===== config.mk =====
export PLATFORM = sky130hd
export DESIGN_NAME = packed_pixel_row_unpacker_unit
export DESIGN_NICKNAME = d
export VERILOG_FILES = /design/src/rtl/ppru_pkg.sv /design/src/rtl/ppru_cfg.sv /design/src/rtl/ppru_unpack.sv /design/src/rtl/packed_pixel_row_unpacker_unit.sv
export SDC_FILE = /design/constraint.sdc
export NUM_CORES = 1
export LEC_CHECK = 0
export BUFFER_PORTS_ARGS = -buffer_cell sky130_fd_sc_hd__buf_2
export CORE_AREA = 3 3 85 148
export DETAILED_ROUTE_END_ITERATION = 12
export DIE_AREA = 0 0 88 151
export HOLD_SLACK_MARGIN = 0.02
export PLACE_DENSITY = 0.81
export REMOVE_ABC_BUFFERS = 1
export SYNTH_ARGS = -nofsm -noshare
export SYNTH_HDL_FRONTEND = slang
export SYNTH_SLANG_ARGS = --single-unit

===== constraint.sdc =====
create_clock -name clk -period 10.73 [get_ports clk]
set_clock_uncertainty 0.2 [all_clocks]
set_input_delay 0.5365 -clock clk [delete_from_list [all_inputs] [get_ports clk]]
set_output_delay 0.5365 -clock clk [all_outputs]
set_load 0.005 [all_outputs]

===== src/rtl/ppru_pkg.sv =====
// Shared types and constants for the packed pixel row unpacker.
`timescale 1ns / 1ps

package ppru_pkg;

    localparam int WORD_W      = 16;
    localparam int VBITS_W     = 5;
    localparam int CFG_INDEX_W = 2;
    localparam int CARRY_W     = 8;
    localparam int PHASE_W     = 2;

    // Register indexes on the configuration channel
    localparam logic [CFG_INDEX_W-1:0] REG_VALID_BITS = 2'd0;
    localparam logic [CFG_INDEX_W-1:0] REG_ROW_WIDTH  = 2'd1;
    localparam logic [CFG_INDEX_W-1:0] REG_ROW_COUNT  = 2'd2;

    // Reset values of the registers
    localparam logic [VBITS_W-1:0] RESET_VALID_BITS = 5'd12;
    localparam logic [WORD_W-1:0]  RESET_ROW_WIDTH  = 16'd1;
    localparam logic [WORD_W-1:0]  RESET_ROW_COUNT  = 16'd1;

    // Unpack modes
    localparam logic [1:0] MODE_8  = 2'd0;
    localparam logic [1:0] MODE_12 = 2'd1;
    localparam logic [1:0] MODE_16 = 2'd2;

    // 12-bit group positions
    localparam logic [PHASE_W-1:0] PHASE_FIRST  = 2'd0;
    localparam logic [PHASE_W-1:0] PHASE_SECOND = 2'd1;
    localparam logic [PHASE_W-1:0] PHASE_THIRD  = 2'd2;

    typedef struct packed {
        logic [1:0]        mode;
        logic [WORD_W-1:0] eff_width;
        logic [WORD_W-1:0] eff_count;
        logic              restart;
    } cfg_t;

    typedef struct packed {
        logic [WORD_W-1:0] pixel;
        logic              row_end;
        logic              frame_end;
        logic              run_last;
    } result_t;

endpackage


===== src/rtl/ppru_cfg.sv =====
// Configuration registers, mode decode and frame restart pulse.
`timescale 1ns / 1ps

module ppru_cfg
    import ppru_pkg::*;
(
    input  logic                   clk,
    input  logic                   rst_n,
    input  logic                   wr_en,
    input  logic [CFG_INDEX_W-1:0] wr_index,
    input  logic [WORD_W-1:0]      wr_data,
    output cfg_t                   cfg
);

    logic [VBITS_W-1:0] valid_bits_reg;
    logic [WORD_W-1:0]  row_width_reg;
    logic [WORD_W-1:0]  row_count_reg;
    logic               restart_reg;
    logic               known_index;

    assign known_index = (wr_index == REG_VALID_BITS) || (wr_index == REG_ROW_WIDTH)
                         || (wr_index == REG_ROW_COUNT);

    always_ff @(posedge clk or negedge rst_n)
    begin
        if (!rst_n)
        begin
            valid_bits_reg <= RESET_VALID_BITS;
            row_width_reg  <= RESET_ROW_WIDTH;
            row_count_reg  <= RESET_ROW_COUNT;
            restart_reg    <= 1'b0;
        end
        else
        begin
            // restart is registered, so it lands in the cycle after the write and sees the new values
            restart_reg <= wr_en && known_index;
            if (wr_en)
            begin
                unique case (wr_index)
                    REG_VALID_BITS: valid_bits_reg <= wr_data[VBITS_W-1:0];
                    REG_ROW_WIDTH:  row_width_reg  <= wr_data;
                    REG_ROW_COUNT:  row_count_reg  <= wr_data;
                    default:        ;
                endcase
            end
        end
    end

    always_comb
    begin
        if (valid_bits_reg <= 5'd8)
            cfg.mode = MODE_8;
        else if (valid_bits_reg <= 5'd12)
            cfg.mode = MODE_12;
        else
            cfg.mode = MODE_16;
        cfg.eff_width = (row_width_reg == '0) ? 16'd1 : row_width_reg;
        cfg.eff_count = (row_count_reg == '0) ? 16'd1 : row_count_reg;
        cfg.restart   = restart_reg;
    end

endmodule


===== src/rtl/ppru_unpack.sv =====
// Row state and the per-result pixel extraction.
`timescale 1ns / 1ps

module ppru_unpack
    import ppru_pkg::*;
(
    input  logic              clk,
    input  logic              rst_n,
    input  cfg_t              cfg,
    input  logic              step,
    input  logic              sub,
    input  logic [WORD_W-1:0] word,
    output result_t           res
);

    logic [WORD_W-1:0]  pixels_left_reg, pixels_left_next;
    logic [PHASE_W-1:0] phase_reg, phase_next;
    logic [CARRY_W-1:0] carry_reg, carry_next;
    logic [WORD_W-1:0]  rows_done_reg, rows_done_next;

    logic [WORD_W-1:0]  value;
    logic [PHASE_W-1:0] phase_mid;
    logic               two;
    logic [WORD_W-1:0]  pl_dec;
    logic [WORD_W:0]    rows_inc;

    always_comb
    begin
        value     = word;
        phase_mid = phase_reg;
        carry_next = carry_reg;
        two       = 1'b0;
        if (sub)
        begin
            // second result of a word
            value = (cfg.mode == MODE_8) ? {8'h00, word[15:8]} : {4'h0, word[15:4]};
        end
        else
        begin
            unique case (cfg.mode)
                MODE_8:
                begin
                    value = {8'h00, word[7:0]};
                    two   = (pixels_left_reg >= 16'd2);
                end
                MODE_12:
                begin
                    unique case (phase_reg)
                        PHASE_FIRST:
                        begin
                            if (pixels_left_reg >= 16'd4)
                            begin
                                value      = {4'h0, word[11:0]};
                                carry_next = {4'h0, word[15:12]};
                                phase_mid  = PHASE_SECOND;
                            end
                        end
                        PHASE_SECOND:
                        begin
                            value      = {4'h0, word[7:0], carry_reg[3:0]};
                            carry_next = word[15:8];
                            phase_mid  = PHASE_THIRD;
                        end
                        default:
                        begin
                            value      = {4'h0, word[3:0], carry_reg};
                            carry_next = '0;
                            phase_mid  = PHASE_FIRST;
                            two        = 1'b1;
                        end
                    endcase
                end
                default: value = word;
            endcase
        end

        pl_dec   = (pixels_left_reg != '0) ? pixels_left_reg - 16'd1 : '0;
        rows_inc = {1'b0, rows_done_reg} + 17'd1;

        res.pixel     = value;
        res.row_end   = (pl_dec == '0);
        res.frame_end = 1'b0;
        res.run_last  = sub || !two;
        pixels_left_next = pl_dec;
        phase_next       = phase_mid;
        rows_done_next   = rows_done_reg;
        if (pl_dec == '0)
        begin
            res.frame_end    = (rows_inc >= {1'b0, cfg.eff_count});
            rows_done_next   = res.frame_end ? '0 : rows_inc[WORD_W-1:0];
            pixels_left_next = cfg.eff_width;
            phase_next       = PHASE_FIRST;
        end
    end

    always_ff @(posedge clk or negedge rst_n)
    begin
        if (!rst_n)
        begin
            pixels_left_reg <= RESET_ROW_WIDTH;
            phase_reg       <= PHASE_FIRST;
            carry_reg       <= '0;
            rows_done_reg   <= '0;
        end
        else if (cfg.restart)
        begin
            pixels_left_reg <= cfg.eff_width;
            phase_reg       <= PHASE_FIRST;
            carry_reg       <= '0;
            rows_done_reg   <= '0;
        end
        else if (step)
        begin
            pixels_left_reg <= pixels_left_next;
            phase_reg       <= phase_next;
            carry_reg       <= carry_next;
            rows_done_reg   <= rows_done_next;
        end
    end

endmodule


===== src/rtl/packed_pixel_row_unpacker_unit.sv =====
// Top level of the packed pixel row unpacker.
//
// Input channel data_word/data_valid/data_stall carries 16-bit little-endian
// words of a packed pixel stream; a transfer happens when data_valid is high
// and data_stall is low. Output channel pixel/row_end/frame_end/run_last with
// pixel_valid/pixel_stall gives one pixel per transfer, row_end and frame_end
// on the last pixel of a row and of a frame, run_last on the last pixel that
// a word produces.
// Configuration: cfg_valid/cfg_ready with cfg_index (0 valid_bits,
// 1 row_width, 2 row_count) and cfg_data; cfg_ready is always high. Any write
// to a known register restarts the frame. Write only while the block is idle.
// Path: a transferred word is held in the word register, then each of its
// pixels is loaded into the output register.
// Throughput: one pixel per cycle from a single output register while the
// output is not stalled; a word holding two pixels (8-bit mode, third word of
// a 12-bit group) stays in the word register until both pixels have advanced.
// Reset: registers go to valid_bits 12, row_width 1, row_count 1, row state
// cleared, both channels empty. When pixel_stall is high the output holds and
// data_stall rises as soon as the word register cannot drain.
`timescale 1ns / 1ps

module packed_pixel_row_unpacker_unit
    import ppru_pkg::*;
(
    input  logic                   clk,
    input  logic                   rst_n,
    input  logic                   cfg_valid,
    output logic                   cfg_ready,
    input  logic [CFG_INDEX_W-1:0] cfg_index,
    input  logic [WORD_W-1:0]      cfg_data,
    input  logic                   data_valid,
    output logic                   data_stall,
    input  logic [WORD_W-1:0]      data_word,
    output logic                   pixel_valid,
    input  logic                   pixel_stall,
    output logic [WORD_W-1:0]      pixel,
    output logic                   row_end,
    output logic                   frame_end,
    output logic                   run_last
);

    cfg_t    cfg;
    result_t res;
    result_t out_reg;

    logic              item_valid_reg;
    logic              item_sub_reg;
    logic [WORD_W-1:0] item_word_reg;
    logic              out_valid_reg;
    logic              advance;
    logic              item_done;
    logic              accept;

    assign cfg_ready = 1'b1;

    ppru_cfg u_cfg (
        .clk      (clk),
        .rst_n    (rst_n),
        .wr_en    (cfg_valid && cfg_ready),
        .wr_index (cfg_index),
        .wr_data  (cfg_data),
        .cfg      (cfg)
    );

    ppru_unpack u_unpack (
        .clk   (clk),
        .rst_n (rst_n),
        .cfg   (cfg),
        .step  (advance),
        .sub   (item_sub_reg),
        .word  (item_word_reg),
        .res   (res)
    );

    assign advance    = item_valid_reg && (!out_valid_reg || !pixel_stall);
    assign item_done  = advance && res.run_last;
    assign data_stall = item_valid_reg && !item_done;
    assign accept     = data_valid && !data_stall;

    always_ff @(posedge clk or negedge rst_n)
    begin
        if (!rst_n)
        begin
            item_valid_reg <= 1'b0;
            item_sub_reg   <= 1'b0;
        end
        else if (accept)
        begin
            item_valid_reg <= 1'b1;
            item_sub_reg   <= 1'b0;
        end
        else if (item_done)
        begin
            item_valid_reg <= 1'b0;
            item_sub_reg   <= 1'b0;
        end
        else if (advance)
        begin
            item_sub_reg <= 1'b1;
        end
    end

    always_ff @(posedge clk)
    begin
        if (accept)
            item_word_reg <= data_word;
        if (advance)
            out_reg <= res;
    end

    always_ff @(posedge clk or negedge rst_n)
    begin
        if (!rst_n)
            out_valid_reg <= 1'b0;
        else if (advance)
            out_valid_reg <= 1'b1;
        else if (!pixel_stall)
            out_valid_reg <= 1'b0;
    end

    assign pixel_valid = out_valid_reg;
    assign pixel       = out_reg.pixel;
    assign row_end     = out_reg.row_end;
    assign frame_end   = out_reg.frame_end;
    assign run_last    = out_reg.run_last;

    // An empty word register never holds off the input.
    a_no_stall_when_empty: assert property (@(posedge clk) disable iff (!rst_n)
        !item_valid_reg |-> !data_stall)
        else $error("input stalled with empty word register");

    // The second pixel of a word follows its first without a gap.
    a_pair_back_to_back: assert property (@(posedge clk) disable iff (!rst_n)
        (pixel_valid && !pixel_stall && !run_last) |=> pixel_valid)
        else $error("second pixel of a word missing");

    // A frame ends only on a row end.
    a_frame_on_row_end: assert property (@(posedge clk) disable iff (!rst_n)
        pixel_valid |-> (!frame_end || row_end))
        else $error("frame end without row end");

endmodule

[Word level (Yosys, flattened, before mapping)]
Index checks and enable logic that the tools add are counted.
Storage, ports and cells
  flip-flop bits (word level): 118
  bits of input ports: 39
  output and inout port bits: 22
  word-level logic and storage cells: 106
Cells by class
  add/subtract/negate cells: 2
  magnitude comparators: 5
  equal/unequal tests: 9
  multiplexer cells: 40
  reduce and logical (&&, ||, !) cells: 34
Operators by type and width (number)
  2-to-1 mux 16 bit: 12
  one-hot mux 16 bit (2 select lines): 2
  logical NOT 16 bit: 3
  2-to-1 mux 8 bit: 5
  adder 16 x 1 -> 17 bit (second input constant): 1
  >= comparator 17 x 16 -> 1 bit: 1
  >= comparator 16 x 2 -> 1 bit (second input constant): 1
  >= comparator 16 x 3 -> 1 bit (second input constant): 1
  2-to-1 mux 2 bit: 8
  one-hot mux 8 bit (2 select lines): 1
  nonzero test 16 bit: 1
  subtractor 16 x 1 -> 16 bit (second input constant): 1
  2-to-1 mux 12 bit: 1
  <= comparator 5 x 4 -> 1 bit (second input constant): 2
  2-to-1 mux 1 bit: 9
  AND reduction 2 bit: 4
  AND reduction 4 bit: 2
  nonzero test 2 bit: 4
  equality test 2 x 1 -> 1 bit (second input constant): 3
  logical NOT 2 bit: 3
  != test 3 x 2 -> 1 bit (second input constant): 2
  nonzero test 3 bit: 2
  logical AND 1 bit: 5
  logical NOT 1 bit: 5
  7 further kinds: 11

[Depth between registers and ports, before layout]
Gate-level depths: netlist (run 1).
  depth after elaboration: 14
  gate-level depth with buffers: 16

[Cells and area by module]
Synthesis (run 1) repeated with hierarchy kept, for this count alone.
Unflattened totals
  cells, all modules: 634
  area total of the unflattened synthesis: 6707.7 um^2
Modules (own cells, without submodules)
  ppru_unpack: times used 1, cells each 456, area each 3724.8 um^2, seq. area each 1052.3 um^2
  ppru_cfg: times used 1, cells each 127, area each 1765.4 um^2, seq. area each 955.9 um^2
  packed_pixel_row_unpacker_unit: times used 1, cells each 51, area each 1217.4 um^2, seq. area each 1126.1 um^2

[Least setup slack after synthesis (run 1)]
OpenSTA, ideal clock, no wires.
  path type: reg-to-reg
  from: reg u_unpack.rows_done_reg[2]
  to: reg u_unpack.rows_done_reg[12]
  library setup time: 0.118 ns
  arrival: 3.159 ns
  path slack: 7.253 ns
  stages on the path, launching flop included: 17
  cells stage by stage: dfrtp_1 nand3_1 nor3_1 nand3_1 nor2_1 and3_1 xnor2_1 inv_1 ha_1 nand3_1 nor3_1 inv_1 o311ai_1 a2111o_1 buf_6 a21oi_1 a21o_1
On the way
  cells in the longest elaborated chain, start to end: 6
RTL lines
  start: declaration: line ppru_unpack.sv:19  | logic [WORD_W-1:0] rows_done_reg, rows_done_next;
  start signal: assignment: line ppru_unpack.sv:117  | rows_done_reg <= rows_done_next;
  adder 16 x 1 -> 17 bit (*): line ppru_unpack.sv:78  | rows_inc = {1'b0, rows_done_reg} + 17'd1;
  >= comparator 17 x 16 -> 1 bit: line ppru_unpack.sv:89  | res.frame_end = (rows_inc >= {1'b0, cfg.eff_count});
  2-to-1 mux 16 bit (*): line ppru_unpack.sv:90  | rows_done_next = res.frame_end ? '0 : rows_inc[WORD_W-1:0];
  2-to-1 mux 16 bit (*): line ppru_unpack.sv:87  | if (pl_dec == '0)
  2-to-1 mux 16 bit (*): line ppru_unpack.sv:112  | else if (step)
  2-to-1 mux 16 bit (*): line ppru_unpack.sv:105  | else if (cfg.restart)
Every way passes the cells marked *; elsewhere a longest branch is shown, timed or not. The select of a mux whose other input is x is not followed.
A chain may end at the register's enable or synchronous reset.

[Final worst setup path (run 1)]
  from: reg u_unpack.rows_done_reg[2]
  to: reg u_unpack.rows_done_reg[10]
The elaborated chain is that of the path after synthesis.

==> results of run 1 <==
-- worst max-delay path: stages (launching register included) --
cell and delay [ns]:
dfrtp_1 0.45, nand3_1 0.14, nor3_1 0.37, nand3_1 0.22, nor2_1 0.23, and3_1 0.20
xnor2_1 0.14, inv_1 0.07, ha_1 0.32, nand3_1 0.08, nor3_1 0.24, inv_1 0.07
o311ai_1 0.74, a2111o_1 0.45, o21bai_1 0.17, o21ai_0 0.09
-- metrics by stage --
stage | area, µm² | hold WS (ns) | instances | power [mW] | setup slack [ns]
final | 7250 | 0.0882 | 810 | 1.56 | 6.41
after global routing | 7250 | 0.0828 | 810 | 1.63 | 6.16
after CTS | 7250 | 0.0833 | 810 | 1.56 | 6.44
after detailed placement | 6630 | 0.304 | 778 | 0.974 | 6.54
after global placement | 6630 | 0.298 | 778 | 0.957 | 6.68
after floorplan | 6150 | 0.0409 | 582 | 0.855 | 7.22
-- area by class of cell --
type	count	area share, %
multi-input combinational	431	39.9
clock buffer	18	6.06
timing repair buffer	61	4.32
tap	135	2.33
sequential	118	43.2
inverter	33	1.71
clock inverter	14	2.42
-- routing by layer --
metal  track usage, %  vias to the layer above  wire (µm)
li1                 -                     2355          -
met1             24.2                     2527       5280
met2             45.3                      215       8580
met3             5.23                       54        778
met4             15.7                        0        822
met5                0                        -          0
-- layout by cell type (no fill, tap or decap), drive strengths merged, types with 15 or more instances in the layout --
master  count
nand4      15
dfrtp      78
nor3       19
a21oi      35
nor2       39
o21ai      18
edfxtp     35
nor4       16
nand3      21
buf        61
mux2       41
ha         18
clkbuf     18
inv        35
nand2      69
-- path summary, 6_finish.rpt --
path	from	end	slack, ns	cells past startpoint
setup / recovery	u_unpack.rows_done_reg[2]$_DFFE_PN0P_	u_unpack.rows_done_reg[10]$_DFFE_PN0P_	6.41	15
hold / removal	rst_n	u_cfg.row_count_reg[12]$_DFFE_PN0P_	0.09	1
max in group asynchronous	rst_n	u_cfg.row_width_reg[2]$_DFFE_PN0P_	9.52	1
min in group clk	data_word[4]	item_word_reg[4]$_DFFE_PP_	0.09	1
hold reg to reg	u_cfg.row_width_reg[3]$_DFFE_PN0P_	u_unpack.pixels_left_reg[3]$_DFFE_PN0N_	0.31	1
setup reg to reg	u_unpack.rows_done_reg[2]$_DFFE_PN0P_	u_unpack.rows_done_reg[10]$_DFFE_PN0P_	6.41	15
-- cell families (layout without fill, tap and decap cells) --
kind of cell / Yosys count / count (layout) / share of synthesized area, %
AO/OA/AOI/OAI: 124 / 124 / 13.2
XOR/XNOR: 8 / 8 / 1.11
adder cells (fa/ha/maj): 18 / 18 / 3.57
buffers and inverters: 63 / 126 / 4.50
flip-flops: 118 / 118 / 49.7
multiplexers: 50 / 50 / 8.74
other: 1 / 1 / 0.0594
AND/OR/NAND/NOR: 230 / 230 / 19.1
-- power groups by stage --
stage          clock network (mW)  logic, mW  registers [mW]
3_5_place_dp                    0      0.310           0.665
5_1_grt                     0.610      0.349           0.672
3_3_place_gp                    0      0.297           0.660
2_1_floorplan                   0      0.214           0.641
4_1_cts                     0.591      0.312           0.657
6_report                    0.586      0.313           0.660
==> reports/results.ini, run 1 <==
[final_layout]
multiInputGateArea_um2=2890
final_util_pct=62.9
areaGrowthSynthToFinish_pct=14.8
final_layout_size_suffix_gt1_share_pct=22.7
nFillCells=901
n_antenna_cell=0
ff_latch_area_um2=3130
final_net_count=719

[synthesis]
synthMostInstantiatedCell=dfrtp_1
synthTopCellsByArea=dfrtp_1 (31%), edfxtp_1 (17%), mux2_2 (7.3%), nand2_1 (4.1%), ha_1 (3.6%)
synth-async-reset-ratio_pct=70.3
yosysWarnings=0
post_synth_instance_area_um2=6310
synth-seq-cells=118
synth_ff_type=dfrtp_1
synth.top_cells.by_count=dfrtp_1 (78), nand2_1 (69), mux2_2 (41)
synth.yosys.seq_area_share_pct=49.7
synth_top_area_cell=dfrtp_1
distinct_cells_synth=66
syn_avg_cell_area_um2=10.3
yosysTopAreaCellShare_pct=30.9
post_syn_instances=612
number_of_enable_flip_flop_cells_after_synthesis=35

[pwr]
worst_ir_drop_vdd_mv=0.140
p_leak_nw=3.19
sw_frac_of_total_pct=31.5
sequential_power_share_pct=42.3
internal_power_mw=1.07
cellPowerDensity_nw_per_um2=215
combinationalPowerShare_pct=20.1
switching_power_mw=0.490
clock_power_share_pct=37.6

[global_route]
first_pass_grt_wire_length_um=25000
gr-usage-all-layers_pct=24.7
grt_start_max_net_pins=84
via_count_of_the_first_global_routing_pass=5266
grt_overflow_total=0
grt_antenna_before_repair=0

[sta]
final_min_period_over_clock_period_pct=40.2
setup_total_negative_slack_ns=0
hold_viol_final=0
max_freq_ghz=0.232
grt_setup_unrepaired=no
final-setup-viol-count=0
final_number_of_max_transition_violations=0
min_period_ns=4.32
tightest_slew_ns=1.07
slew_headroom_pct=29.0

[drt]
drt_wl_total_um=15500
wire_per_inst_um=19.1
drt-initial-drc-count=411
routed-via-count=5151
dr.pass1.iters=5
post_drt_via_cell_ratio=6.36
drt.antenna.violating_nets=0
drc_errors_left=0

[worst_setup_path]
required_ns=10.80
worstPathMaxFanout=11
worst-setup-path-type=reg -> reg
crit_path_end_kind=flip-flop
cp-start-kind=flip-flop
timing.critical_path.arrival_ns=4.39

[clock_tree]
postCtsResizedCells=0
cts_max_level=4
numClockSinks=118
hold_fix_buffers_at_cts=0
post-cts-setup-buffer-count=0
tritoncts=done
clock_buffer_depth=2
cts.root.buffer_cell=clkbuf_16
clk_latency_ns=0.42
clk_transition_reported_paths_ns=0.06
clock_buffer_count_from_cts=17

[floorplanning]
die_height_um=151
initial_utilization_pct=54.8
pin_count=61
core_area_um2=11500
design.die.area_um2=13300
placementRows=52
floorplan.die.width_um=88

[placed_design]
hpwl_um=11200
number_of_buffer_cells_added_on_primary_ports=59
gp_routability_congestion=0.884

[outcome]
run_status=complete, no violations

[hold_path]
holdCritPathClass=in -> async

[flow_run]
cap_viol_max_count=0

Note: power is estimated with default switching activity, not from simulation.
==> run 2: changes to the inputs <==
Settings changed: CORE_AREA 3 3 85 148 to 3 3 86 150, DIE_AREA 0 0 88 151 to 0 0 89 153, PLACE_DENSITY 0.81 to 0.82.
Clock period 10.73 ns to 3.9 ns, I/O delays scaled along.
==> reports/results.ini, run 2 (same netlist as run 1, synthesis figures left out) <==
[sta]
hold_viol_final=0  ; unchanged
final_min_period_over_clock_period_pct=92.9  ; +53 points
slew_headroom_pct=29.7  ; +0.70 points
final_number_of_max_transition_violations=0  ; unchanged
grt_setup_unrepaired=no
post_layout_worst_setup_margin_ns=0.278  ; -6.13 ns
max_freq_ghz=0.276  ; +19%
setup_total_negative_slack_ns=0  ; unchanged
min_period_ns=3.62  ; -0.696 ns
final-setup-viol-count=0  ; unchanged
tightest_slew_ns=1.06  ; -0.0105 ns
fin_worst_hold_slack_ns=0.0803  ; -0.00797 ns

[placed_design]
number_of_buffer_cells_added_on_primary_ports=59  ; unchanged
hpwl_um=11500  ; +2.5%
placed_cells=789  ; +1.4%
gp_routability_congestion=0.905  ; +2.4%
placement.setup.worst_slack_ns=0.181  ; -6.36 ns

[final_layout]
n_antenna_cell=0  ; unchanged
final_layout_size_suffix_gt1_share_pct=22.9  ; +0.19 points
areaGrowthSynthToFinish_pct=21.7
mostFrequentLayoutCells=dfrtp_1 (78), nand2_1 (69), buf_2 (58)
post_layout_nonfiller_instances=859  ; +6.0%
final_net_count=766  ; +6.5%
final_util_pct=64.7  ; +1.8 points
layout.cells.most_common=dfrtp_1

[hold_path]
timing.hold.worst.start=cfg_index[1]
holdCritPathClass=in -> reg

[pwr]
worst_ir_drop_vdd_mv=0.331  ; +140%
sequential_power_share_pct=42.4  ; about the same
internal_power_mw=2.91  ; +170%
cellPowerDensity_nw_per_um2=558  ; +160%
clock_power_share_pct=36.1  ; -1.5 points
combinationalPowerShare_pct=21.6  ; +1.5 points
switching_power_mw=1.38  ; +180%
sw_frac_of_total_pct=32.1  ; +0.67 points
p_leak_nw=3.40  ; +6.6%

[worst_setup_path]
crit_path_end_kind=flip-flop
worst-setup-path-type=reg -> reg
critical-path-slowest-cell=a2111o_2
crit_path_max_incr_delay_ns=0.50  ; -0.24 ns
r2r-end=u_unpack.rows_done_reg[10]$_DFFE_PN0P_
critPathCapture=u_unpack.rows_done_reg[10]$_DFFE_PN0P_
r2r_setup_slack_ns=0.28  ; -6.13 ns
cp-start-kind=flip-flop
worstSetupStartpoint=u_unpack.rows_done_reg[0]$_DFFE_PN0P_
worstPathMaxFanout=11  ; unchanged
worstPathCellList=ha_1, nand4_1, nor3_1, nor2_1, or2_2, ha_1, a21oi_1, o21ai_0, a211oi_1, o311ai_1, a2111o_2, o21bai_1, o21ai_0
regToRegStartpoint=u_unpack.rows_done_reg[0]$_DFFE_PN0P_
depth_of_the_worst_register_to_register_path=13  ; -2
required_ns=4.04  ; -6.76 ns
timing.critical_path.arrival_ns=3.76  ; -0.63 ns

[outcome]
run_status=complete, no violations

[flow_run]
cap_viol_max_count=0  ; unchanged

[global_route]
first_pass_grt_wire_length_um=25900  ; +3.8%
via_count_of_the_first_global_routing_pass=5216  ; -0.95%
grt_start_max_net_pins=84  ; unchanged
gr-usage-all-layers_pct=24.9  ; +0.27 points
grt_antenna_before_repair=0  ; unchanged
grt_overflow_total=0  ; unchanged

[floorplanning]
core_area_um2=11900  ; +3.1%
design.die.area_um2=13600  ; +2.5%
die_height_um=153  ; +1.3%
pin_count=61  ; unchanged
floorplan.die.width_um=89  ; +1.1%
initial_utilization_pct=53.2  ; -1.6 points
placementRows=53  ; +1.9%

[drt]
post_drt_via_cell_ratio=6.16  ; -3.1%
drt_wl_total_um=16100  ; +4.1%
wire_per_inst_um=18.7  ; -1.8%
drc_errors_left=0  ; unchanged
drt-initial-drc-count=446  ; +8.5%
routed-via-count=5293  ; +2.8%
drt.antenna.violating_nets=0  ; unchanged
dr.pass1.iters=5  ; unchanged

[clock_tree]
tritoncts=done
numClockSinks=118  ; unchanged
clock_buffer_count_from_cts=17  ; unchanged
cts.root.buffer_cell=clkbuf_16
clk_transition_reported_paths_ns=0.06  ; about the same
cts_max_level=4  ; unchanged
clock_buffer_depth=2  ; unchanged
clk_latency_ns=0.42  ; about the same

==> run 2: changes by cell type in the layout (fill, tap and decap cells not counted) <==
cell | previous run | this run
a2111o_2 | 0 | 1
buf_4 | 3 | 13
clkinv_4 | 4 | 6
nor4_2 | 2 | 3
clkbuf_8 | 1 | 0
bufinv_16 | 3 | 2
inv_6 | 2 | 4
inv_8 | 0 | 1
a2111o_1 | 1 | 0
clkinvlp_4 | 3 | 0
nor4_1 | 12 | 11
dlygate4sd3_1 | 0 | 37
==> run 2: metal layers <==
layer | vias up | global-route usage, % | part of all wire (%)
li1 | 2453 | - | -
met1 | 2552 | 27.3 | 36
met2 | 241 | 45.5 | 56
met3 | 47 | 4.85 | 4.8
met4 | 0 | 9.72 | 3.1
met5 | - | 0 | 0
==> run 2: worst max-delay path, delay by kind of cell (launching register included) <==
family                   cells  cell delay (ns)
AO/OA/AOI/OAI                7             1.42
adder cells (fa/ha/maj)      2             0.54
flip-flops                   1             0.43
AND/OR/NAND/NOR              4             0.96
==> run 2: through the flow <==
step / cell area, µm² / power (mW)
5_1_grt: 7680 / 4.50
4_1_cts: 7670 / 4.30
2_1_floorplan: 6150 / 2.35
3_5_place_dp: 6700 / 2.71
3_3_place_gp: 6700 / 2.65
6_report: 7680 / 4.29
==> run 2: final cells by class <==
cell class	count	area, µm²
fill	919	4190
sequential	118	3130
multi-input combinational	431	2900
timing repair buffer	108	758
clock buffer	17	425
tap	137	171
clock inverter	15	169
inverter	33	124
==> run 2: worst min-delay path by stage <==
stage / to / cells after the start
after global routing: u_cfg.valid_bits_reg[2]$_DFFE_PN1P_ / 3
after detailed placement: item_word_reg[13]$_DFFE_PP_ / 1
final: u_cfg.valid_bits_reg[4]$_DFFE_PN0P_ / 3
after global placement: item_word_reg[5]$_DFFE_PP_ / 1
after CTS: u_cfg.valid_bits_reg[4]$_DFFE_PN0P_ / 3
after floorplan: item_sub_reg$_DFFE_PN0P_ / 0
==> run 2: what timing repair did <==
item / in CTS / in global routing
endpoints found under the setup margin: 0 / 11
buffers inserted: 0 / 1
endpoints found under the hold margin: 135 / 0
hold buffers: 37 / 0
resized for setup: 0 / 2
==> run 2: power groups by stage <==
| stage | combinational [mW] | clock [mW] | sequential [mW] |
|---|---|---|---|
| detailed placement | 0.879 | 0 | 1.83 |
| CTS | 0.916 | 1.57 | 1.81 |
| floorplan | 0.589 | 0 | 1.76 |
| finish | 0.925 | 1.55 | 1.82 |
| global placement | 0.840 | 0 | 1.81 |
| global route | 1.03 | 1.63 | 1.85 |
